File: src/rtl/i2cm_pkg.sv
package i2cm_pkg;

  // Request kinds carried in the input tuser field
  typedef enum logic [1:0] {
    REQ_TICK  = 2'd0,
    REQ_LOAD  = 2'd1,
    REQ_START = 2'd2,
    REQ_PROBE = 2'd3
  } req_kind_t;

  // Bus sequencer steps
  typedef enum logic [4:0] {
    PH_IDLE    = 5'd0,
    PH_ST_SDA  = 5'd1,
    PH_ST_SCL  = 5'd2,
    PH_WB_SDA  = 5'd3,
    PH_WB_SCLH = 5'd4,
    PH_WB_SCLL = 5'd5,
    PH_WA_SDA  = 5'd6,
    PH_WA_SCLH = 5'd7,
    PH_WA_SMP  = 5'd8,
    PH_WA_SCLL = 5'd9,
    PH_WA_REL  = 5'd10,
    PH_RB_SCLL0 = 5'd11,
    PH_RB_SCLH = 5'd12,
    PH_RB_SCLL = 5'd13,
    PH_RA_SDA  = 5'd14,
    PH_RA_SCLH = 5'd15,
    PH_RA_SCLL = 5'd16,
    PH_SP_SDA  = 5'd17,
    PH_SP_SCL  = 5'd18,
    PH_SP_SDAH = 5'd19
  } phase_t;

  // Which byte of the transfer is on the bus
  typedef enum logic [2:0] {
    STG_PROBE = 3'd0,
    STG_WADDR = 3'd1,
    STG_WDATA = 3'd2,
    STG_RADDR = 3'd3,
    STG_RDATA = 3'd4
  } stage_t;

  // Completion status
  typedef enum logic [1:0] {
    STS_OK     = 2'd0,
    STS_NO_DEV = 2'd1,
    STS_NO_ACK = 2'd2
  } status_t;

  localparam int QUEUE_DEPTH = 2;

  // Classified request between front end and sequencer
  typedef struct packed {
    req_kind_t  kind;
    logic [6:0] address;
    logic [4:0] write_count;
    logic [4:0] read_count;
    logic [7:0] write_byte;
    logic       sda_in;
  } req_t;

  // One result item
  typedef struct packed {
    logic       scl_level;
    logic       sda_level;
    logic [7:0] read_byte;
    logic       read_valid;
    logic       busy_res;
    logic       done_res;
    status_t    status;
    logic [5:0] byte_total;
    logic       probe_ack;
  } res_t;

endpackage

File: src/rtl/i2cm_front.sv
module i2cm_front #(
  parameter int MAX_BYTES = 16
) (
  input  logic              in_valid,
  input  logic [1:0]        in_user,   // req_type
  input  logic [31:0]       in_data,   // address, write_count, read_count, write_byte, sda_in
  output logic              push_valid,
  output i2cm_pkg::req_t    push_data
);

  logic [4:0] wc;
  logic [4:0] rc;

  assign wc = in_data[11:7];
  assign rc = in_data[16:12];

  // Decode the request kind
  assign push_data.kind = i2cm_pkg::req_kind_t'(in_user);

  // Unpack fields and clamp the byte counts to the buffer size
  assign push_data.address     = in_data[6:0];
  assign push_data.write_count = (32'(wc) > MAX_BYTES) ? 5'(MAX_BYTES) : wc;
  assign push_data.read_count  = (32'(rc) > MAX_BYTES) ? 5'(MAX_BYTES) : rc;
  assign push_data.write_byte  = in_data[24:17];
  assign push_data.sda_in      = in_data[25];
  assign push_valid            = in_valid;

endmodule

File: src/rtl/i2cm_queue.sv
module i2cm_queue (
  input  logic           clk,
  input  logic           rst_n,
  input  logic           push_valid,
  output logic           push_ready,
  input  i2cm_pkg::req_t push_data,
  output logic           pop_valid,
  input  logic           pop_ready,
  output i2cm_pkg::req_t pop_data
);

  localparam int QD  = i2cm_pkg::QUEUE_DEPTH;
  localparam int QAW = (QD > 1) ? $clog2(QD) : 1;
  localparam int QCW = $clog2(QD + 1);

  i2cm_pkg::req_t slot_r [QD];
  logic [QAW-1:0] wr_ptr_r, wr_ptr_nxt;
  logic [QAW-1:0] rd_ptr_r, rd_ptr_nxt;
  logic [QCW-1:0] count_r, count_nxt;
  logic           push;
  logic           pop;

  assign push_ready = (count_r != QCW'(QD));
  assign pop_valid  = (count_r != '0);
  assign push       = push_valid && push_ready;
  assign pop        = pop_valid && pop_ready;
  assign pop_data   = slot_r[rd_ptr_r];

  // Advance pointers with wrap and track the fill level
  always_comb begin
    wr_ptr_nxt = wr_ptr_r;
    rd_ptr_nxt = rd_ptr_r;
    count_nxt  = count_r;
    if (push) begin
      wr_ptr_nxt = (wr_ptr_r == QAW'(QD - 1)) ? '0 : wr_ptr_r + 1'b1;
    end
    if (pop) begin
      rd_ptr_nxt = (rd_ptr_r == QAW'(QD - 1)) ? '0 : rd_ptr_r + 1'b1;
    end
    if (push && !pop) begin
      count_nxt = count_r + 1'b1;
    end else if (pop && !push) begin
      count_nxt = count_r - 1'b1;
    end
  end

  always_ff @(posedge clk) begin
    if (!rst_n) begin
      wr_ptr_r <= '0;
      rd_ptr_r <= '0;
      count_r  <= '0;
    end else begin
      wr_ptr_r <= wr_ptr_nxt;
      rd_ptr_r <= rd_ptr_nxt;
      count_r  <= count_nxt;
    end
  end

  // Store the request
  always_ff @(posedge clk) begin
    if (push) begin
      slot_r[wr_ptr_r] <= push_data;
    end
  end

endmodule

File: src/rtl/i2cm_seq.sv
module i2cm_seq #(
  parameter int MAX_BYTES = 16
) (
  input  logic           clk,
  input  logic           rst_n,
  input  logic           item_valid,
  output logic           item_ready,
  input  i2cm_pkg::req_t item,
  output logic           res_valid,
  input  logic           res_ready,
  output i2cm_pkg::res_t res
);

  localparam int AW = (MAX_BYTES > 1) ? $clog2(MAX_BYTES) : 1;
  localparam int FW = $clog2(MAX_BYTES + 1);

  i2cm_pkg::phase_t  phase_r, phase_nxt;
  i2cm_pkg::stage_t  stage_r, stage_nxt;
  i2cm_pkg::status_t fail_r, fail_nxt;
  logic [3:0]        bit_r, bit_nxt;
  logic [7:0]        shift_r, shift_nxt;
  logic [6:0]        target_r, target_nxt;
  logic [4:0]        writes_r, writes_nxt;
  logic [4:0]        reads_r, reads_nxt;
  logic [5:0]        moved_r, moved_nxt;
  logic [FW-1:0]     fill_r, fill_nxt;
  logic              scl_r, scl_nxt;
  logic              sda_r, sda_nxt;
  logic              ack_r, ack_nxt;
  logic              probe_r, probe_nxt;
  logic              out_valid_r;
  i2cm_pkg::res_t    res_r, res_nxt;

  logic [7:0]        buf_mem [MAX_BYTES];
  logic [7:0]        rd_data_r;
  logic [AW-1:0]     rd_addr;
  logic [6:0]        rd_pos;
  logic              mem_we;

  logic              step;
  logic              is_tick;
  logic              is_idle;
  logic [3:0]        bit_inc;
  logic [4:0]        writes_dec;
  logic [4:0]        reads_dec;
  logic              cont_read;

  assign item_ready = !out_valid_r || res_ready;
  assign step       = item_valid && item_ready;
  assign is_tick    = (item.kind == i2cm_pkg::REQ_TICK);
  assign is_idle    = (phase_r == i2cm_pkg::PH_IDLE);
  assign bit_inc    = bit_r + 4'd1;
  assign writes_dec = writes_r - 5'd1;
  assign reads_dec  = (reads_r != '0) ? reads_r - 5'd1 : reads_r;
  assign cont_read  = (fail_r == i2cm_pkg::STS_OK) && (reads_r != '0) &&
                      ((stage_r == i2cm_pkg::STG_WADDR) || (stage_r == i2cm_pkg::STG_WDATA));

  // Prefetch the byte sent after the current one: the next data byte once data is going
  assign rd_pos  = {1'b0, moved_r} + ((stage_r == i2cm_pkg::STG_WDATA) ? 7'd1 : 7'd0);
  assign rd_addr = (32'(rd_pos) >= MAX_BYTES) ? '0 : AW'(rd_pos);

  // Next bus step
  always_comb begin
    phase_nxt = phase_r;
    if (step) begin
      if (is_tick) begin
        unique case (phase_r)
          i2cm_pkg::PH_ST_SDA:  phase_nxt = i2cm_pkg::PH_ST_SCL;
          i2cm_pkg::PH_ST_SCL:  phase_nxt = i2cm_pkg::PH_WB_SDA;
          i2cm_pkg::PH_WB_SDA:  phase_nxt = i2cm_pkg::PH_WB_SCLH;
          i2cm_pkg::PH_WB_SCLH: phase_nxt = i2cm_pkg::PH_WB_SCLL;
          i2cm_pkg::PH_WB_SCLL: begin
            phase_nxt = (bit_inc >= 4'd8) ? i2cm_pkg::PH_WA_SDA : i2cm_pkg::PH_WB_SDA;
          end
          i2cm_pkg::PH_WA_SDA:  phase_nxt = i2cm_pkg::PH_WA_SCLH;
          i2cm_pkg::PH_WA_SCLH: phase_nxt = i2cm_pkg::PH_WA_SMP;
          i2cm_pkg::PH_WA_SMP:  phase_nxt = i2cm_pkg::PH_WA_SCLL;
          i2cm_pkg::PH_WA_SCLL: phase_nxt = i2cm_pkg::PH_WA_REL;
          i2cm_pkg::PH_WA_REL: begin
            if (stage_r == i2cm_pkg::STG_PROBE || !ack_r) begin
              phase_nxt = i2cm_pkg::PH_SP_SDA;
            end else if (stage_r == i2cm_pkg::STG_WADDR) begin
              phase_nxt = i2cm_pkg::PH_WB_SDA;
            end else if (stage_r == i2cm_pkg::STG_RADDR) begin
              phase_nxt = i2cm_pkg::PH_RB_SCLL0;
            end else begin
              phase_nxt = (writes_dec != '0) ? i2cm_pkg::PH_WB_SDA : i2cm_pkg::PH_SP_SDA;
            end
          end
          i2cm_pkg::PH_RB_SCLL0: phase_nxt = i2cm_pkg::PH_RB_SCLH;
          i2cm_pkg::PH_RB_SCLH:  phase_nxt = i2cm_pkg::PH_RB_SCLL;
          i2cm_pkg::PH_RB_SCLL: begin
            phase_nxt = (bit_inc >= 4'd8) ? i2cm_pkg::PH_RA_SDA : i2cm_pkg::PH_RB_SCLH;
          end
          i2cm_pkg::PH_RA_SDA:  phase_nxt = i2cm_pkg::PH_RA_SCLH;
          i2cm_pkg::PH_RA_SCLH: phase_nxt = i2cm_pkg::PH_RA_SCLL;
          i2cm_pkg::PH_RA_SCLL: begin
            phase_nxt = (reads_dec != '0) ? i2cm_pkg::PH_RB_SCLL0 : i2cm_pkg::PH_SP_SDA;
          end
          i2cm_pkg::PH_SP_SDA: phase_nxt = i2cm_pkg::PH_SP_SCL;
          i2cm_pkg::PH_SP_SCL: phase_nxt = i2cm_pkg::PH_SP_SDAH;
          i2cm_pkg::PH_SP_SDAH: begin
            phase_nxt = cont_read ? i2cm_pkg::PH_ST_SDA : i2cm_pkg::PH_IDLE;
          end
          default: phase_nxt = i2cm_pkg::PH_IDLE;
        endcase
      end else if (is_idle) begin
        if (item.kind == i2cm_pkg::REQ_PROBE) begin
          phase_nxt = i2cm_pkg::PH_ST_SDA;
        end else if (item.kind == i2cm_pkg::REQ_START &&
                     (item.write_count != '0 || item.read_count != '0)) begin
          phase_nxt = i2cm_pkg::PH_ST_SDA;
        end
      end
    end
  end

  // Pin drive, counters, buffer access and the result item
  always_comb begin
    stage_nxt  = stage_r;
    fail_nxt   = fail_r;
    bit_nxt    = bit_r;
    shift_nxt  = shift_r;
    target_nxt = target_r;
    writes_nxt = writes_r;
    reads_nxt  = reads_r;
    moved_nxt  = moved_r;
    fill_nxt   = fill_r;
    scl_nxt    = scl_r;
    sda_nxt    = sda_r;
    ack_nxt    = ack_r;
    probe_nxt  = probe_r;
    mem_we     = 1'b0;
    res_nxt    = '0;
    if (step) begin
      if (is_tick) begin
        case (phase_r)
          i2cm_pkg::PH_ST_SDA: sda_nxt = 1'b0;
          i2cm_pkg::PH_ST_SCL: begin
            scl_nxt = 1'b0;
            bit_nxt = '0;
          end
          i2cm_pkg::PH_WB_SDA:  sda_nxt = shift_r[7];
          i2cm_pkg::PH_WB_SCLH: scl_nxt = 1'b1;
          i2cm_pkg::PH_WB_SCLL: begin
            scl_nxt   = 1'b0;
            shift_nxt = {shift_r[6:0], 1'b0};
            bit_nxt   = bit_inc;
          end
          i2cm_pkg::PH_WA_SDA:  sda_nxt = 1'b1;
          i2cm_pkg::PH_WA_SCLH: scl_nxt = 1'b1;
          i2cm_pkg::PH_WA_SMP:  ack_nxt = !item.sda_in;
          i2cm_pkg::PH_WA_SCLL: scl_nxt = 1'b0;
          i2cm_pkg::PH_WA_REL: begin
            sda_nxt = 1'b1;
            if (stage_r == i2cm_pkg::STG_PROBE) begin
              probe_nxt = ack_r;
            end else if (stage_r == i2cm_pkg::STG_WADDR || stage_r == i2cm_pkg::STG_RADDR) begin
              if (!ack_r) begin
                fail_nxt = i2cm_pkg::STS_NO_DEV;
              end else if (stage_r == i2cm_pkg::STG_WADDR) begin
                stage_nxt = i2cm_pkg::STG_WDATA;
                shift_nxt = rd_data_r;
                bit_nxt   = '0;
              end else begin
                stage_nxt = i2cm_pkg::STG_RDATA;
              end
            end else if (!ack_r) begin
              fail_nxt = i2cm_pkg::STS_NO_ACK;
            end else begin
              moved_nxt  = moved_r + 6'd1;
              writes_nxt = writes_dec;
              if (writes_dec != '0) begin
                shift_nxt = rd_data_r;
                bit_nxt   = '0;
              end
            end
          end
          i2cm_pkg::PH_RB_SCLL0: begin
            scl_nxt   = 1'b0;
            sda_nxt   = 1'b1;
            bit_nxt   = '0;
            shift_nxt = '0;
          end
          i2cm_pkg::PH_RB_SCLH: begin
            scl_nxt   = 1'b1;
            shift_nxt = {shift_r[6:0], item.sda_in};
          end
          i2cm_pkg::PH_RB_SCLL: begin
            scl_nxt = 1'b0;
            bit_nxt = bit_inc;
          end
          i2cm_pkg::PH_RA_SDA:  sda_nxt = (reads_r > 5'd1) ? 1'b0 : 1'b1;
          i2cm_pkg::PH_RA_SCLH: scl_nxt = 1'b1;
          i2cm_pkg::PH_RA_SCLL: begin
            scl_nxt            = 1'b0;
            res_nxt.read_byte  = shift_r;
            res_nxt.read_valid = 1'b1;
            moved_nxt          = moved_r + 6'd1;
            reads_nxt          = reads_dec;
          end
          i2cm_pkg::PH_SP_SDA: sda_nxt = 1'b0;
          i2cm_pkg::PH_SP_SCL: scl_nxt = 1'b1;
          i2cm_pkg::PH_SP_SDAH: begin
            sda_nxt = 1'b1;
            if (cont_read) begin
              stage_nxt = i2cm_pkg::STG_RADDR;
              shift_nxt = {target_r, 1'b1};
            end else begin
              res_nxt.done_res = 1'b1;
              if (stage_r == i2cm_pkg::STG_PROBE) begin
                res_nxt.probe_ack = probe_r;
              end else begin
                res_nxt.status     = fail_r;
                res_nxt.byte_total = moved_r;
              end
            end
          end
          default: ;
        endcase
      end else if (is_idle) begin
        if (item.kind == i2cm_pkg::REQ_LOAD) begin
          // Append to the write buffer unless it is full
          if (fill_r < FW'(MAX_BYTES)) begin
            mem_we   = 1'b1;
            fill_nxt = fill_r + 1'b1;
          end
        end else begin
          target_nxt = item.address;
          moved_nxt  = '0;
          fail_nxt   = i2cm_pkg::STS_OK;
          ack_nxt    = 1'b0;
          probe_nxt  = 1'b0;
          if (item.kind == i2cm_pkg::REQ_PROBE) begin
            stage_nxt  = i2cm_pkg::STG_PROBE;
            writes_nxt = '0;
            reads_nxt  = '0;
            shift_nxt  = {item.address, 1'b0};
          end else begin
            fill_nxt   = '0;
            writes_nxt = item.write_count;
            reads_nxt  = item.read_count;
            if (item.write_count != '0) begin
              stage_nxt = i2cm_pkg::STG_WADDR;
              shift_nxt = {item.address, 1'b0};
            end else if (item.read_count != '0) begin
              stage_nxt = i2cm_pkg::STG_RADDR;
              shift_nxt = {item.address, 1'b1};
            end else begin
              stage_nxt        = i2cm_pkg::STG_RDATA;
              res_nxt.done_res = 1'b1;
            end
          end
        end
      end
    end
    res_nxt.scl_level = scl_nxt;
    res_nxt.sda_level = sda_nxt;
    res_nxt.busy_res  = (phase_nxt != i2cm_pkg::PH_IDLE);
  end

  // Sequencer state
  always_ff @(posedge clk) begin
    if (!rst_n) begin
      phase_r  <= i2cm_pkg::PH_IDLE;
      stage_r  <= i2cm_pkg::STG_PROBE;
      fail_r   <= i2cm_pkg::STS_OK;
      bit_r    <= '0;
      shift_r  <= '0;
      target_r <= '0;
      writes_r <= '0;
      reads_r  <= '0;
      moved_r  <= '0;
      fill_r   <= '0;
      scl_r    <= 1'b1;
      sda_r    <= 1'b1;
      ack_r    <= 1'b0;
      probe_r  <= 1'b0;
    end else begin
      phase_r  <= phase_nxt;
      stage_r  <= stage_nxt;
      fail_r   <= fail_nxt;
      bit_r    <= bit_nxt;
      shift_r  <= shift_nxt;
      target_r <= target_nxt;
      writes_r <= writes_nxt;
      reads_r  <= reads_nxt;
      moved_r  <= moved_nxt;
      fill_r   <= fill_nxt;
      scl_r    <= scl_nxt;
      sda_r    <= sda_nxt;
      ack_r    <= ack_nxt;
      probe_r  <= probe_nxt;
    end
  end

  // Write buffer: one write port, one registered read port
  always_ff @(posedge clk) begin
    if (mem_we) begin
      buf_mem[fill_r[AW-1:0]] <= item.write_byte;
    end
    rd_data_r <= buf_mem[rd_addr];
  end

  // Output register: hold the result until taken
  always_ff @(posedge clk) begin
    if (!rst_n) begin
      out_valid_r <= 1'b0;
    end else if (item_ready) begin
      out_valid_r <= step;
    end
  end

  always_ff @(posedge clk) begin
    if (step) begin
      res_r <= res_nxt;
    end
  end

  assign res_valid = out_valid_r;
  assign res       = res_r;

  a_done_not_busy: assert property (@(posedge clk) disable iff (!rst_n)
    out_valid_r && res_r.done_res |-> !res_r.busy_res)
    else $error("finished result still reports busy");

  a_status_on_done: assert property (@(posedge clk) disable iff (!rst_n)
    out_valid_r && (res_r.status != i2cm_pkg::STS_OK) |-> res_r.done_res)
    else $error("error status without done");

  a_read_mid_transfer: assert property (@(posedge clk) disable iff (!rst_n)
    out_valid_r && res_r.read_valid |-> res_r.busy_res && !res_r.done_res)
    else $error("received byte outside an active transfer");

  a_fill_bound: assert property (@(posedge clk) disable iff (!rst_n)
    fill_r <= FW'(MAX_BYTES))
    else $error("write buffer fill beyond capacity");

endmodule

File: src/rtl/i2c_master_transfer.sv
// Path: an accepted request is stored in a queue slot, then stepped by the sequencer
//   into the output register, where its result is held until taken.
// Throughput: one request per cycle while results are taken, set by the single-step bus
//   sequencer; a two-entry queue decouples input acceptance from output stalls.
// Reset: synchronous, active low; sequencer idle, both lines released, counts
//   cleared; write buffer contents are undefined until loaded, with no clearing pass.
module i2c_master_transfer #(
  parameter int MAX_BYTES = 16
) (
  input  logic        clk,
  input  logic        rst_n,
  input  logic        in_tvalid,
  output logic        in_tready,
  input  logic [31:0] in_tdata,   // address, write_count, read_count, write_byte, sda_in
  input  logic [1:0]  in_tuser,   // req_type
  output logic        out_tvalid,
  input  logic        out_tready,
  output logic [23:0] out_tdata,  // scl_level, sda_level, read_byte, busy_res, status,
                                  // byte_total, probe_ack
  output logic        out_tuser,  // read_valid
  output logic        out_tlast   // done_res
);

  logic           push_valid;
  i2cm_pkg::req_t push_data;
  logic           q_valid;
  logic           q_ready;
  i2cm_pkg::req_t q_data;
  i2cm_pkg::res_t res;

  i2cm_front #(
    .MAX_BYTES (MAX_BYTES)
  ) u_front (
    .in_valid   (in_tvalid),
    .in_user    (in_tuser),
    .in_data    (in_tdata),
    .push_valid (push_valid),
    .push_data  (push_data)
  );

  i2cm_queue u_queue (
    .clk        (clk),
    .rst_n      (rst_n),
    .push_valid (push_valid),
    .push_ready (in_tready),
    .push_data  (push_data),
    .pop_valid  (q_valid),
    .pop_ready  (q_ready),
    .pop_data   (q_data)
  );

  i2cm_seq #(
    .MAX_BYTES (MAX_BYTES)
  ) u_seq (
    .clk        (clk),
    .rst_n      (rst_n),
    .item_valid (q_valid),
    .item_ready (q_ready),
    .item       (q_data),
    .res_valid  (out_tvalid),
    .res_ready  (out_tready),
    .res        (res)
  );

  // Pack the result fields
  assign out_tdata = {4'b0, res.probe_ack, res.byte_total, res.status, res.busy_res,
                      res.read_byte, res.sda_level, res.scl_level};
  assign out_tuser = res.read_valid;
  assign out_tlast = res.done_res;

endmodule

File: config.mk
export PLATFORM = sky130hd
export DESIGN_NAME = i2c_master_transfer
export DESIGN_NICKNAME = d
export VERILOG_FILES = /design/src/rtl/i2cm_pkg.sv /design/src/rtl/i2cm_front.sv /design/src/rtl/i2cm_queue.sv /design/src/rtl/i2cm_seq.sv /design/src/rtl/i2c_master_transfer.sv
export SDC_FILE = /design/constraint.sdc
export NUM_CORES = 1
export LEC_CHECK = 0
export ABC_AREA = 0
export BUFFER_PORTS_ARGS = -buffer_cell sky130_fd_sc_hd__buf_4
export CELL_PAD_IN_SITES_DETAIL_PLACEMENT = 1
export CELL_PAD_IN_SITES_GLOBAL_PLACEMENT = 1
export CORE_MARGIN = 2
export CORE_UTILIZATION = 49
export DETAILED_ROUTE_END_ITERATION = 10
export PLACE_DENSITY_LB_ADDON = 0.25
export SLEW_MARGIN = 5
export SYNTH_ARGS = -nofsm -noshare
export SYNTH_HDL_FRONTEND = slang
export SYNTH_SLANG_ARGS = --single-unit
File: constraint.sdc
create_clock -name clk -period 4.4 [get_ports clk]
set_input_delay 0.88 -clock clk [delete_from_list [all_inputs] [get_ports clk]]
set_output_delay 0.88 -clock clk [all_outputs]
set_load 0.005 [all_outputs]
Yosys cells after proc, flatten, opt, wreduce, memory -nomap -nowiden
Memory sizes are Yosys's and may differ from the RTL's. A register that Yosys moved wholly into a read port is not among the register bits.
Index checks and enable logic that the tools add are counted.
{"block": "totals", "reg_bits": 81, "mem_bits_rw": 184, "n_memories": 2}
{"block": "classes", "addsub": 10, "order_cmp": 6, "eq_ne": 51, "mux": 123, "n_bitwise": 4, "n_reduce_logical": 52}
{"memory": "u_seq.buf_mem", "depth": 16, "width": 8, "read_ports": 1, "rd_clocked_by_memory_dff": 1, "write_ports": 1, "line": "i2cm_seq.sv:34", "source": "logic [7:0] buf_mem [MAX_BYTES];"}
{"memory": "u_queue.slot_r", "depth": 2, "width": 28, "read_ports": 1, "rd_clocked_by_memory_dff": 1, "write_ports": 1, "line": "i2cm_queue.sv:16", "source": "i2cm_pkg::req_t slot_r [QD];"}
{"cell": "$mux W5", "count": 29}
{"cell": "$mux W8", "count": 14}
{"cell": "$pmux W5 S19", "count": 1}
{"cell": "$eq A5 B4 Y1 const B", "count": 8}
{"cell": "$pmux W8 S5", "count": 1}
{"cell": "$mux W3", "count": 12}
{"cell": "$mux W6", "count": 6}
{"cell": "$mux W1", "count": 35}
{"cell": "$reduce_bool A5 Y1", "count": 6}
{"cell": "$mux W4", "count": 7}
{"cell": "$mux W2", "count": 11}
{"cell": "$reduce_and A7 Y1", "count": 3}
{"cell": "$eq A5 B3 Y1 const B", "count": 4}
{"cell": "$eq A5 B5 Y1 const B", "count": 4}
{"cell": "$mux W10", "count": 2}
{"cell": "$ne A2 B2 Y1 const B", "count": 10}
{"cell": "$ne A3 B3 Y1 const B", "count": 6}
{"cell": "$pmux W4 S3", "count": 1}
{"cell": "$pmux W6 S2", "count": 1}
{"cell": "$reduce_and A4 Y1", "count": 3}
{"cell": "$reduce_or A4 Y1", "count": 3}
{"cell": "$eq A5 B2 Y1 const B", "count": 2}
{"cell": "$gt A5 B5 Y1 const B", "count": 2}
{"cell": "$reduce_and A10 Y1", "count": 1}
{"cell": "other kinds (42)", "count": 74}

Longest topological paths before layout
Gate-level depths: netlist of run 1.
{"block": "logic_depth", "depth_word": 10, "depth_mapped": 12, "ltp_nobuf": 9}

Hierarchy
Synthesis of run 1 repeated with hierarchy kept, for this count alone.
{"block": "unflattened", "cells_unflattened": 1036, "hier_area_um2": 12359.4}
{"mod": "i2cm_seq", "instances": 1, "cells_per_inst": 891, "area_each_um2": 9865.7, "seq_area_each_um2": 5765.5}
{"mod": "i2cm_queue", "instances": 1, "cells_per_inst": 111, "area_each_um2": 2259.7, "seq_area_each_um2": 1781.7}
{"mod": "i2cm_front", "instances": 1, "cells_per_inst": 29, "area_each_um2": 200.2, "seq_area_each_um2": 0.0}
{"mod": "i2c_master_transfer", "instances": 1, "cells_per_inst": 5, "area_each_um2": 33.8, "seq_area_each_um2": 0.0}

Least setup slack after synthesis of run 1
No wires, ideal clock.
{"block": "synth_path", "path_type": "register to register", "from": "register with a tool-made name", "to": "register u_seq.res_r (netlist bit u_seq.res[10]) (data pin)", "arrival_time_ns": 2.711, "required_ns": 4.130, "slack_ns": 1.419, "path_stages_with_launch": 11, "n_path_buf": 2, "path_cell_list": "dfxtp_1 -> clkbuf_1 -> mux2i_1 -> ha_1 -> buf_2 -> inv_1 -> nor3_1 -> o221a_2 -> o31ai_1 -> a221oi_1 -> nand4b_1"}
{"item": "to (signal assigned)", "line": "i2cm_seq.sv:316", "source": "res_r <= res_nxt;"}
{"item": "to (decl)", "line": "i2cm_seq.sv:32", "source": "i2cm_pkg::res_t res_r, res_nxt;"}

Worst setup path in the final report of run 1
{"block": "layout_path", "from": "register u_seq.stage_r[1]", "to": "register u_seq.rd_data_r[1] (read register of u_seq.buf_mem)"}
{"block": "layout_via", "elab_chain_len": 5}
{"item": "from (decl)", "line": "i2cm_seq.sv:18", "source": "i2cm_pkg::stage_t stage_r, stage_nxt;"}
{"item": "from (signal assigned)", "line": "i2cm_seq.sv:266", "source": "stage_r <= i2cm_pkg::STG_PROBE;"}
{"item": "from (signal assigned)", "line": "i2cm_seq.sv:281", "source": "stage_r <= stage_nxt;"}
{"item": "$eq A3 B2 Y1 *", "line": "i2cm_seq.sv:59", "source": "assign rd_pos = {1'b0, moved_r} + ((stage_r == i2cm_pkg::STG_WDATA) ? 7'd1 : 7'd0);"}
{"item": "$mux W1 *", "line": "i2cm_seq.sv:59"}
{"item": "$add A6 B7 Y7 *", "line": "i2cm_seq.sv:59"}
{"item": "$ge A7 B5 Y1", "line": "i2cm_seq.sv:60", "source": "assign rd_addr = (32'(rd_pos) >= MAX_BYTES) ? '0 : AW'(rd_pos);"}
{"item": "$mux W4 *", "line": "i2cm_seq.sv:60"}
{"item": "to (decl)", "line": "i2cm_seq.sv:35", "source": "logic [7:0] rd_data_r;"}
Every way passes the cells marked *; elsewhere a longest branch is shown, timed or not.
A chain may end at the register's enable or synchronous reset.

==> results of run 1 <==
[report_power, final]
| group | leakage, nW | total [mW] | switching [mW] | internal (mW) |
|---|---|---|---|---|
| sequential | 2.44 | 3.48 | 0.221 | 3.26 |
| clock | 0.481 | 2.53 | 1.04 | 1.49 |
| combinational | 1.86 | 2.26 | 1.44 | 0.820 |
[area by class of cell]
type	count	area, um2
fill	2509	10860
sequential	274	7547
multi-input combinational	653	4389
clock buffer	34	765.7
timing repair buffer	81	608.1
tap	330	412.9
clock inverter	22	230.2
inverter	22	82.58
[cell families after synthesis]
| logic type | synth area share (%) |
|---|---|
| simple gates | 12.61 |
| xor+xnor | 1.138 |
| compound gates | 13.72 |
| flops | 61.29 |
| buf+inv | 3.180 |
| mux | 6.106 |
| other cells | 0.03045 |
| fa+ha+maj | 1.931 |
[worst max path at each step]
stage                                              from                             to  slack [ps]  cells after the start
after CTS                 u_seq.stage_r[1]$_SDFFE_PN0P_     u_seq.rd_data_r[1]$_DFF_P_         630                      9
final                     u_seq.stage_r[1]$_SDFFE_PN0P_     u_seq.rd_data_r[1]$_DFF_P_         620                      9
after global routing                          flip-flop  u_seq.reads_r[0]$_SDFFE_PN0P_         350                     10
after detailed placement  u_seq.stage_r[1]$_SDFFE_PN0P_     u_seq.rd_data_r[1]$_DFF_P_         650                      9
after global placement    u_seq.stage_r[1]$_SDFFE_PN0P_     u_seq.rd_data_r[1]$_DFF_P_         740                      9
after floorplan                               flip-flop        u_seq.res[10]$_DFFE_PP_        1420                     10
[state kept, by name (all words and copies together) (netlist names), 2 cells and up, named ones only]
register and count:
u_seq.buf_mem 128, u_queue.slot_r 56, u_seq.res 22, u_seq.rd_data_r 8, u_seq.shift_r 8, u_seq.target_r 7
u_seq.moved_r 6, u_seq.fill_r 5, u_seq.phase_r 5, u_seq.reads_r 5, u_seq.writes_r 5, u_seq.bit_r 4
u_seq.stage_r 3, u_queue.count_r 2, u_seq.fail_r 2
[cells in the mapped netlist (5+ instances only)]
library cell  count
edfxtp_1        206
nor2_1           93
dfxtp_1          68
mux2i_1          56
a21oi_1          51
nand2_1          49
o21ai_0          42
clkbuf_1         40
nor3_1           31
nand3_1          22
inv_1            21
ha_1             19
and2_1           18
mux2_2           17
a22o_1           16
nor2b_1          16
o31ai_1          15
a211oi_1         13
a221oi_1         13
buf_2            13
nand2b_1         12
buf_1            11
o2bb2ai_1        11
a22oi_1           9
nand3b_1          9
xnor2_1           9
o221ai_1          8
o311ai_0          7
xor2_1            7
and3_1            6
nor4_1            6
a31oi_1           5
nand4_1           5
nor3b_1           5
o211ai_1          5
o22ai_1           5
or2_2             5
[per-layer routing]
layer	routed length (um)	up-vias
li1	-	3947
met1	14260	4223
met2	15050	188
met3	1411	49
met4	800	0
met5	0	-
[critical path, cell delays in order (launching register included)]
cell	delay [ps]
dfxtp_1	490
nor3b_1	310
ha_1	260
ha_1	240
a21boi_1	240
a41o_1	460
and2_1	420
and2b_1	540
a221oi_1	190
o31ai_1	460
[cells in the final DEF (no fill, tap or decap), types with 5 or more instances in the layout]
master     Yosys  routed
a211oi_1      13      13
a21oi_1       51      51
a221oi_1      13      13
a22o_1        16      16
a22oi_1        9       9
a31oi_1        5       5
and2_1        18      18
and3_1         6       6
buf_4          4      81
clkbuf_16      0      30
clkinv_2       0       8
dfxtp_1       68      68
edfxtp_1     206     206
ha_1          19      19
inv_1         21      21
mux2_2        17      17
mux2i_1       56      56
nand2_1       49      49
nand2b_1      12      12
nand3_1       22      22
nand3b_1       9       9
nand4_1        5       5
nor2_1        93      92
nor2b_1       16      16
nor3_1        31      31
nor3b_1        5       5
nor4_1         6       6
o211ai_1       5       5
o21ai_0       42      42
o221ai_1       8       8
o22ai_1        5       5
o2bb2ai_1     11      11
o311ai_0       7       7
o31ai_1       15      15
or2_2          5       5
xnor2_1        9       9
xor2_1         7       7
==> out/metrics.cfg, run 1 <==
[status]
status = finished clean

[floorplan]
die_h_um = 162.5
num_rows = 58
core_mm2 = 0.02489
fp.dieW_um = 162.5
dieArea_mm2 = 0.02642
initial_core_util_pct = 49.47
num_io_pins = 66

[timing]
tightest_slew_ps = 905.6
hold_viol = 0
max_freq_ghz = 0.2643
finalSetupTns_ps = 0
setup_slack_ps = 616.2
setup_viol = 0
period_share_pct = 86.00
hold_slack_ps = 497.3
maxSlewViolCount = 0
maxSlewHeadroom_pct = 39.40
rsz0062_at_grt = false
clock_skew_ps = 11.69
period_needed_ps = 3784

[drt]
drc = 0
first_iter_violations = 496
via_per_inst = 5.937
vias = 8407
ant_nets = 0
wl_per_cell_um = 22.26
dr.pass1.iters = 5
finalWirelength_um = 31520

[yosys]
synth-async-reset-ratio_pct = 0
synth_edf_count = 206
syn_area_mm2 = 0.01231
synth_cell_types = 82
yosys.area.top_type_share_pct = 50.23
seq_area_frac_synth_pct = 61.29
synth-seq-cells = 274
synthTopCellsByArea = edfxtp_1 (50%), dfxtp_1 (11%), mux2i_1 (4.6%), nor2_1 (2.8%), a21oi_1 (2.1%)
synthCells = 1016
ys_warn_count = 0
synth_ff_type = edfxtp_1
syn_area_per_cell_um2 = 12.12
yosys.area.top_type = edfxtp_1

[grt]
grt_pass1_wl_um = 49350
grt.met2_usage_pct = 39.40
antenna_found_initial = 0
grt_max_degree = 40
overflow = 0
grtUsageMet3_pct = 3.871
busiest_layer = met2
met1_usage_pct = 33.48
grt_pass1_vias = 8759
grtUsageTotal_pct = 24.13

[min_path]
min-delay-start = u_seq.fail_r[0]$_SDFFE_PN0P_
hold_end = u_seq.fail_r[0]$_SDFFE_PN0P_
hold_class = reg2reg
holdPathStages = 2

[worst_setup_path]
worstPathMaxFanout = 15
critPathCaptureType = flip-flop
critPathRequiredTime_ps = 4810
reg2reg_from = u_seq.stage_r[1]$_SDFFE_PN0P_
timing.rr.end = u_seq.rd_data_r[1]$_DFF_P_
critical_path_class = reg2reg
cp.arrival_ps = 4200
rrSetupSlack_ps = 620
reg2reg_depth = 9
cp-start-kind = flip-flop

[placed_design]
dp_cells = 1360
dp_worst_setup_slack_ps = 648.8
gp_congestion = 0.8365
postPlaceCellArea_mm2 = 0.01304
hpwl_um = 21430
portBuffers = 55

[pwr]
power.leakage_nw = 4.787
p_total_mw = 8.269
ir_drop_uv = 376.0
p_per_area_mw_per_mm2 = 589.1

[layout]
nets = 1119
area_delta_synth_final_pct = 13.98
fin_util_pct = 56.39
n_antenna_cell = 0
fin_cells = 1416
stdcell_area_mm2 = 0.01404
layout-drive-gt1-share_pct = 15.19

[cts]
post_cts_buffers = 0
clock_latency_ps = 560
cts-root-buf = clkbuf_16
cts_buffers = 30
clk_path_buf_depth = 3
cts.sinks = 274
cts_tree = yes
clk_pin_slew_ps = 60
cts_hold_buf = 0
ctsResizeCount = 0
cts_max_level = 1

[run]
maxCapViolations = 0

Note: power is estimated with default switching activity, not from simulation.
==> run 2, diff against run 1 <==
--- a/config.mk
+++ b/config.mk
@@ -6,12 +6,12 @@
 export NUM_CORES = 1
 export LEC_CHECK = 0
 export ABC_AREA = 0
-export BUFFER_PORTS_ARGS = -buffer_cell sky130_fd_sc_hd__buf_4
 export CELL_PAD_IN_SITES_DETAIL_PLACEMENT = 1
 export CELL_PAD_IN_SITES_GLOBAL_PLACEMENT = 1
-export CORE_MARGIN = 2
+export CORE_MARGIN = 4
 export CORE_UTILIZATION = 49
 export DETAILED_ROUTE_END_ITERATION = 10
+export DONT_BUFFER_PORTS = 1
 export PLACE_DENSITY_LB_ADDON = 0.25
 export SLEW_MARGIN = 5
 export SYNTH_ARGS = -nofsm -noshare
==> run 2 against run 1 <==
Net effect:
- count of clock-buffer cells in the layout rose by 4
- register-to-register slack barely moved
- setup slack improved by 1.1 ps
- largest power group unchanged
- critical path depth did not move
- non-clock buffer count fell by 54
- die area rose by 5.0%
- sequential power barely moved
- combinational power fell by 5%
- total power fell by 3.7%
- maximum frequency barely moved
- clock skew rose by 12 ps
==> out/metrics.cfg, run 2 (synthesized netlist as in run 1, its figures left out) <==
[status]
status = finished clean

[layout]
area_delta_synth_final_pct = 9.825
n_antenna_cell = 0  ; unchanged
largest_reg_flops = 128  ; unchanged
nets = 1064  ; -4.9%
layout_common_cells = edfxtp_1 (206), nor2_1 (92), dfxtp_1 (68)
n_fill_cell = 2539  ; +1.2%
fin_cells = 1353  ; -4.4%
layout-drive-gt1-share_pct = 10.11  ; -5.1 points
mostFrequentLayoutCell = edfxtp_1

[grt]
grt_max_degree = 40  ; unchanged
grt_pass1_wl_um = 49850  ; +1.0%
grtUsageTotal_pct = 22.50  ; -1.6 points
antenna_found_initial = 0  ; unchanged
overflow = 0  ; unchanged
grt_pass1_vias = 8391  ; -4.2%

[drt]
drc = 0  ; unchanged
dr.pass1.iters = 5  ; unchanged
ant_nets = 0  ; unchanged
first_iter_violations = 804  ; +62%
via_per_inst = 6.095  ; +2.7%
wl_per_cell_um = 23.61  ; +6.1%
vias = 8246  ; -1.9%
finalWirelength_um = 31950  ; +1.4%

[worst_setup_path]
timing.rr.end = u_seq.rd_data_r[1]$_DFF_P_
critical_path_class = reg2reg
max_stage_delay_ps = 560  ; +20 ps
crit_chain = nor3b_1 -> ha_1 -> ha_1 -> a21boi_1 -> a41o_1 -> and2_1 -> and2b_1 -> a221oi_1 -> o31ai_1
reg2reg_from = u_seq.stage_r[1]$_SDFFE_PN0P_
rrSetupSlack_ps = 620  ; about the same
cp-start-kind = flip-flop
reg2reg_depth = 9  ; unchanged
critPathCaptureType = flip-flop
cp.arrival_ps = 4220  ; +20 ps
critPathRequiredTime_ps = 4840  ; +30 ps
worstPathMaxFanout = 15  ; unchanged
crit_top_cell = ha_1
crit_path_top_delay_cell = and2b_1

[timing]
finalSetupTns_ps = 0  ; unchanged
maxSlewHeadroom_pct = 30.75  ; -8.7 points
period_share_pct = 85.97  ; about the same
rsz0062_at_grt = false
setup_viol = 0  ; unchanged
maxSlewViolCount = 0  ; unchanged
tightest_slew_ps = 1039  ; +133.2 ps
hold_viol = 0  ; unchanged
period_needed_ps = 3783  ; -1.141 ps
max_freq_ghz = 0.2644  ; about the same
clock_skew_ps = 23.27  ; +11.58 ps

[cts]
ctsResizeCount = 0  ; unchanged
post_cts_buffers = 0  ; unchanged
cts_max_level = 1  ; unchanged
clock_latency_ps = 560  ; about the same
cts_buffers = 29  ; -3.3%
clk_path_buf_depth = 3  ; unchanged
cts_tree = yes
cts.sinks = 274  ; unchanged
cts_hold_buf = 0  ; unchanged
cts-root-buf = clkbuf_16
clk_pin_slew_ps = 60  ; about the same

[min_path]
holdPathStages = 0  ; -2
hold_end = u_queue.slot_r[0][2]$_DFFE_PP_
hold_class = in2reg
min-delay-start = in_tdata[18]

[placed_design]
gp_congestion = 0.8633  ; +3.2%
portBuffers = 0  ; -100%
hpwl_um = 21530  ; +0.46%
dp_cells = 1300  ; -4.4%

[pwr]
p_comb_share_pct = 26.9  ; -0.4 points
p_switching_mw = 2.642  ; -2.1%
internal-power_mw = 5.321  ; -4.5%
power.leakage_nw = 4.481  ; -6.4%
p_clk_share_pct = 29.2  ; -1.3 points
ir_drop_uv = 409.1  ; +8.8%
p_per_area_mw_per_mm2 = 588.8  ; about the same
p_seq_share_pct = 43.9  ; +1.8 points
swShare_pct = 33.18  ; +0.54 points

[floorplan]
fp.dieW_um = 166.5  ; +2.5%
num_io_pins = 66  ; unchanged
num_rows = 57  ; -1.7%
core_mm2 = 0.02453  ; -1.4%
initial_core_util_pct = 50.19  ; +0.72 points
die_h_um = 166.5  ; +2.5%
dieArea_mm2 = 0.02773  ; +5.0%

[run]
maxCapViolations = 0  ; unchanged

run 2: cell types whose count changed in the layout (fill, tap and decap cells not counted):
cell,change
clkinv_2,-3
clkinvlp_4,-2
bufinv_16,-2
clkbuf_16,-1
clkbuf_1,+5
clkinv_4,+2
clkinv_8,-1
clkinv_1,-1
buf_4,-54
run 2: stage by stage:
step	hold slack [ps]	util (%)	setup slack [ps]	area, um2	total power [mW]
2_1_floorplan	440.9	-	1419	12330	5.006
3_5_place_dp	500.7	51.47	678.4	12630	5.673
4_1_cts	388.5	55.13	662.7	13520	8.016
5_1_grt	388.6	55.13	332.9	13520	8.397
6_report	415.5	55.13	617.3	13520	7.963
3_3_place_gp	484.2	51.47	775.2	12630	5.588
run 2: power groups by stage:
stage | clock [mW] | sequential, mW | combinational [mW]
5_1_grt | 2.49 | 3.53 | 2.37
3_5_place_dp | 0 | 3.55 | 2.12
3_3_place_gp | 0 | 3.53 | 2.06
4_1_cts | 2.37 | 3.50 | 2.15
6_report | 2.32 | 3.50 | 2.14
2_1_floorplan | 0 | 3.43 | 1.57
run 2: worst max path at each step:
stage	from	to	slack [ps]	cells after the start
5_1_grt	u_seq.stage_r[1]$_SDFFE_PN0P_	u_seq.rd_data_r[1]$_DFF_P_	330	9
2_1_floorplan	flip-flop	u_seq.res[10]$_DFFE_PP_	1420	10
6_report	u_seq.stage_r[1]$_SDFFE_PN0P_	u_seq.rd_data_r[1]$_DFF_P_	620	9
3_5_place_dp	u_seq.stage_r[1]$_SDFFE_PN0P_	u_seq.rd_data_r[1]$_DFF_P_	680	9
4_1_cts	u_seq.stage_r[1]$_SDFFE_PN0P_	u_seq.rd_data_r[2]$_DFF_P_	660	9
3_3_place_gp	u_seq.stage_r[1]$_SDFFE_PN0P_	u_seq.rd_data_r[2]$_DFF_P_	780	9
run 2: area by class of cell:
type	count	area, um2	area share [%]
repair buffers	27	202.7	1.499
multi-input cells	653	4389	32.45
clock buffers	38	759.5	5.616
clock inverters	15	137.6	1.018
inverters	22	82.58	0.6106
flip-flops and latches	274	7547	55.81
well taps	324	405.4	2.998
run 2: critical path: cells and delay by family, from the launching register on:
family                   cells  cell delay [ps]
AO/OA/AOI/OAI                4             1260
adder cells (fa/ha/maj)      2              490
AND/OR/NAND/NOR              3             1410
flip-flops                   1              500
run 2: metal layers:
layer | vias up | GRT usage, % | part of all wire (%)
met4 | 0 | 5.265 | 1.7
met5 | - | 0 | 0
met3 | 45 | 3.271 | 5.6
met2 | 227 | 36.06 | 47
li1 | 3829 | - | -
met1 | 4145 | 32.82 | 46
==> run 3, diff against run 2 <==
--- a/config.mk
+++ b/config.mk
@@ -6,12 +6,12 @@
 export NUM_CORES = 1
 export LEC_CHECK = 0
 export ABC_AREA = 0
-export CELL_PAD_IN_SITES_DETAIL_PLACEMENT = 1
-export CELL_PAD_IN_SITES_GLOBAL_PLACEMENT = 1
 export CORE_MARGIN = 4
 export CORE_UTILIZATION = 49
 export DETAILED_ROUTE_END_ITERATION = 10
 export DONT_BUFFER_PORTS = 1
+export GPL_TIMING_DRIVEN = 0
+export MAX_ROUTING_LAYER = met4
 export PLACE_DENSITY_LB_ADDON = 0.25
 export SLEW_MARGIN = 5
 export SYNTH_ARGS = -nofsm -noshare
==> run 3 against run 2 <==
Net effect:
- cell area grew 1.3%
- combinational power grew 3%
- core utilization grew 0.71 points
- register-to-register slack lost 420 ps
==> out/metrics.cfg, run 3 (synthesized netlist as in run 1, its figures left out) <==
[timing]
finalSetupTns_ps = 0  ; unchanged
maxSlewHeadroom_pct = 15.51  ; -15 points
rsz0062_at_grt = false
hold_viol = 0  ; unchanged
period_share_pct = 95.55  ; +9.6 points
tightest_slew_ps = 1258  ; +218.9 ps
period_needed_ps = 4204  ; +421.7 ps
max_freq_ghz = 0.2378  ; -10%
clock_skew_ps = 32.00  ; +8.732 ps
maxSlewViolCount = 0  ; unchanged
setup_viol = 0  ; unchanged
setup_slack_ps = 195.6  ; -421.7 ps

[pwr]
swShare_pct = 32.99  ; -0.18 points
ir_drop_uv = 468.7  ; +15%
p_clk_share_pct = 29.4  ; +0.2 points
p_total_mw = 8.006  ; +0.53%
p_switching_mw = 2.641  ; about the same
p_seq_share_pct = 43.1  ; -0.8 points
p_comb_share_pct = 27.5  ; +0.6 points
internal-power_mw = 5.364  ; +0.81%
p_per_area_mw_per_mm2 = 584.4  ; -0.74%
power.leakage_nw = 4.532  ; +1.1%

[cts]
cts_buffers = 30  ; +3.4%
clock_latency_ps = 570  ; about the same
cts_tree = yes
post_cts_buffers = 0  ; unchanged
cts-root-buf = clkbuf_16
cts_max_level = 1  ; unchanged
cts.sinks = 274  ; unchanged
cts_hold_buf = 0  ; unchanged
ctsResizeCount = 0  ; unchanged
clk_path_buf_depth = 3  ; unchanged
clk_pin_slew_ps = 60  ; about the same

[layout]
fin_cells = 1399  ; +3.4%
seq_area_mm2 = 0.007547  ; unchanged
stdcell_area_mm2 = 0.01370  ; +1.3%
multi_input_area_mm2 = 0.004400  ; +0.26%
n_antenna_cell = 0  ; unchanged
mostFrequentLayoutCell = edfxtp_1
nets = 1109  ; +4.2%
n_fill_cell = 2079  ; -18%
area_delta_synth_final_pct = 11.24
largest_reg_flops = 128  ; unchanged
layout_common_cells = edfxtp_1 (206), nor2_1 (92), dfxtp_1 (68)
layout-drive-gt1-share_pct = 9.116  ; -0.99 points

[floorplan]
initial_core_util_pct = 50.19  ; unchanged
fp.dieW_um = 166.5  ; unchanged
core_mm2 = 0.02453  ; unchanged
dieArea_mm2 = 0.02773  ; unchanged
num_rows = 57  ; unchanged
num_io_pins = 66  ; unchanged
die_h_um = 166.5  ; unchanged

[worst_setup_path]
worstPathMaxFanout = 10  ; -5
critPathCaptureType = flip-flop
cp.arrival_ps = 4390  ; +170 ps
cp-start-kind = flip-flop
critPathRequiredTime_ps = 4580  ; -260 ps
critical_path_class = reg2reg

[placed_design]
gp_congestion = 0.9576  ; +11%
dp_worst_setup_slack_ps = 93.06  ; -585.3 ps
dp_cells = 1344  ; +3.4%
portBuffers = 0  ; unchanged
hpwl_um = 21270  ; -1.2%
postPlaceCellArea_mm2 = 0.01276  ; +1.1%

[drt]
wl_per_cell_um = 21.60  ; -8.5%
first_iter_violations = 747  ; -7.1%
ant_nets = 0  ; unchanged
dr.pass1.iters = 5  ; unchanged
finalWirelength_um = 30220  ; -5.4%
via_per_inst = 5.968  ; -2.1%
drc = 0  ; unchanged
vias = 8349  ; +1.2%

[grt]
grt_pass1_vias = 7914  ; -5.7%
overflow = 0  ; unchanged
grtUsageTotal_pct = 21.80  ; -0.70 points
grt_pass1_wl_um = 46710  ; -6.3%
grt_max_degree = 31  ; -23%
antenna_found_initial = 0  ; unchanged

[status]
status = finished clean

[run]
maxCapViolations = 0  ; unchanged

[min_path]
hold_class = in2reg

## run 3: cell types whose count changed in the layout (fill, tap and decap cells not counted), moves of 2 or more
cell / delta
clkinvlp_4: -2
clkbuf_16: +2
clkinv_1: +4
buf_6: +2
buf_2: +13
buf_4: -23
inv_4: +2
buf_1: +11
clkinv_2: -2
clkinv_4: -2
clkbuf_1: +39
## run 3: final cells by class
| cell class | instances | area share, % |
|---|---|---|
| flip-flops and latches | 274 | 55.10 |
| multi-input cells | 653 | 32.12 |
| clock buffers | 39 | 5.882 |
| well taps | 324 | 2.959 |
| plain buffers | 70 | 2.256 |
| clock inverters | 16 | 0.9317 |
| inverters | 22 | 0.6029 |
| repair buffers | 1 | 0.1461 |
## run 3: final timing paths
| kind | startpoint | endpoint | slack (ps) | cells after the start |
|---|---|---|---|---|
| min | in_tdata[0] | u_queue.slot_r[0][19]$_DFFE_PP_ | 400 | 0 |
| max reg2reg | flip-flop | u_seq.buf_mem[1][2]$_DFFE_PP_ | 200 | 7 |
| max | flip-flop | u_seq.buf_mem[1][2]$_DFFE_PP_ | 200 | 7 |
| min reg2reg | u_seq.fail_r[0]$_SDFFE_PN0P_ | u_seq.fail_r[0]$_SDFFE_PN0P_ | 480 | 2 |
## run 3: stage by stage
| step | hold slack (ps) | util, % |
|---|---|---|
| floorplan | 440.9 | - |
| global placement | 470.4 | 51.89 |
| detailed placement | 471.3 | 52.01 |
| CTS | 377.6 | 55.81 |
| global route | 374.5 | 55.83 |
| finish | 401.5 | 55.83 |
## run 3: critical path: stages, from the launching register on
cell and delay (ps):
dfxtp_1 300, clkbuf_1 340, mux2i_1 820, ha_1 370
clkbuf_1 390, and4b_1 370, nand2_1 230, nor3_1 1010
## run 3: power groups by stage
stage / registers (mW) / logic, mW / clock network (mW)
after global placement: 3.50 / 2.14 / 0
after global routing: 3.48 / 2.41 / 2.52
after CTS: 3.45 / 2.19 / 2.39
final: 3.45 / 2.20 / 2.35
after floorplan: 3.43 / 1.57 / 0
after detailed placement: 3.50 / 2.18 / 0
## run 3: layer usage
metal,vias to the layer above,routed length [um],GRT usage (%)
li1,3931,-,-
met1,4043,13610,30.84
met2,316,13460,32.29
met3,59,2150,4.006
met4,0,997,6.866
met5,-,0,-
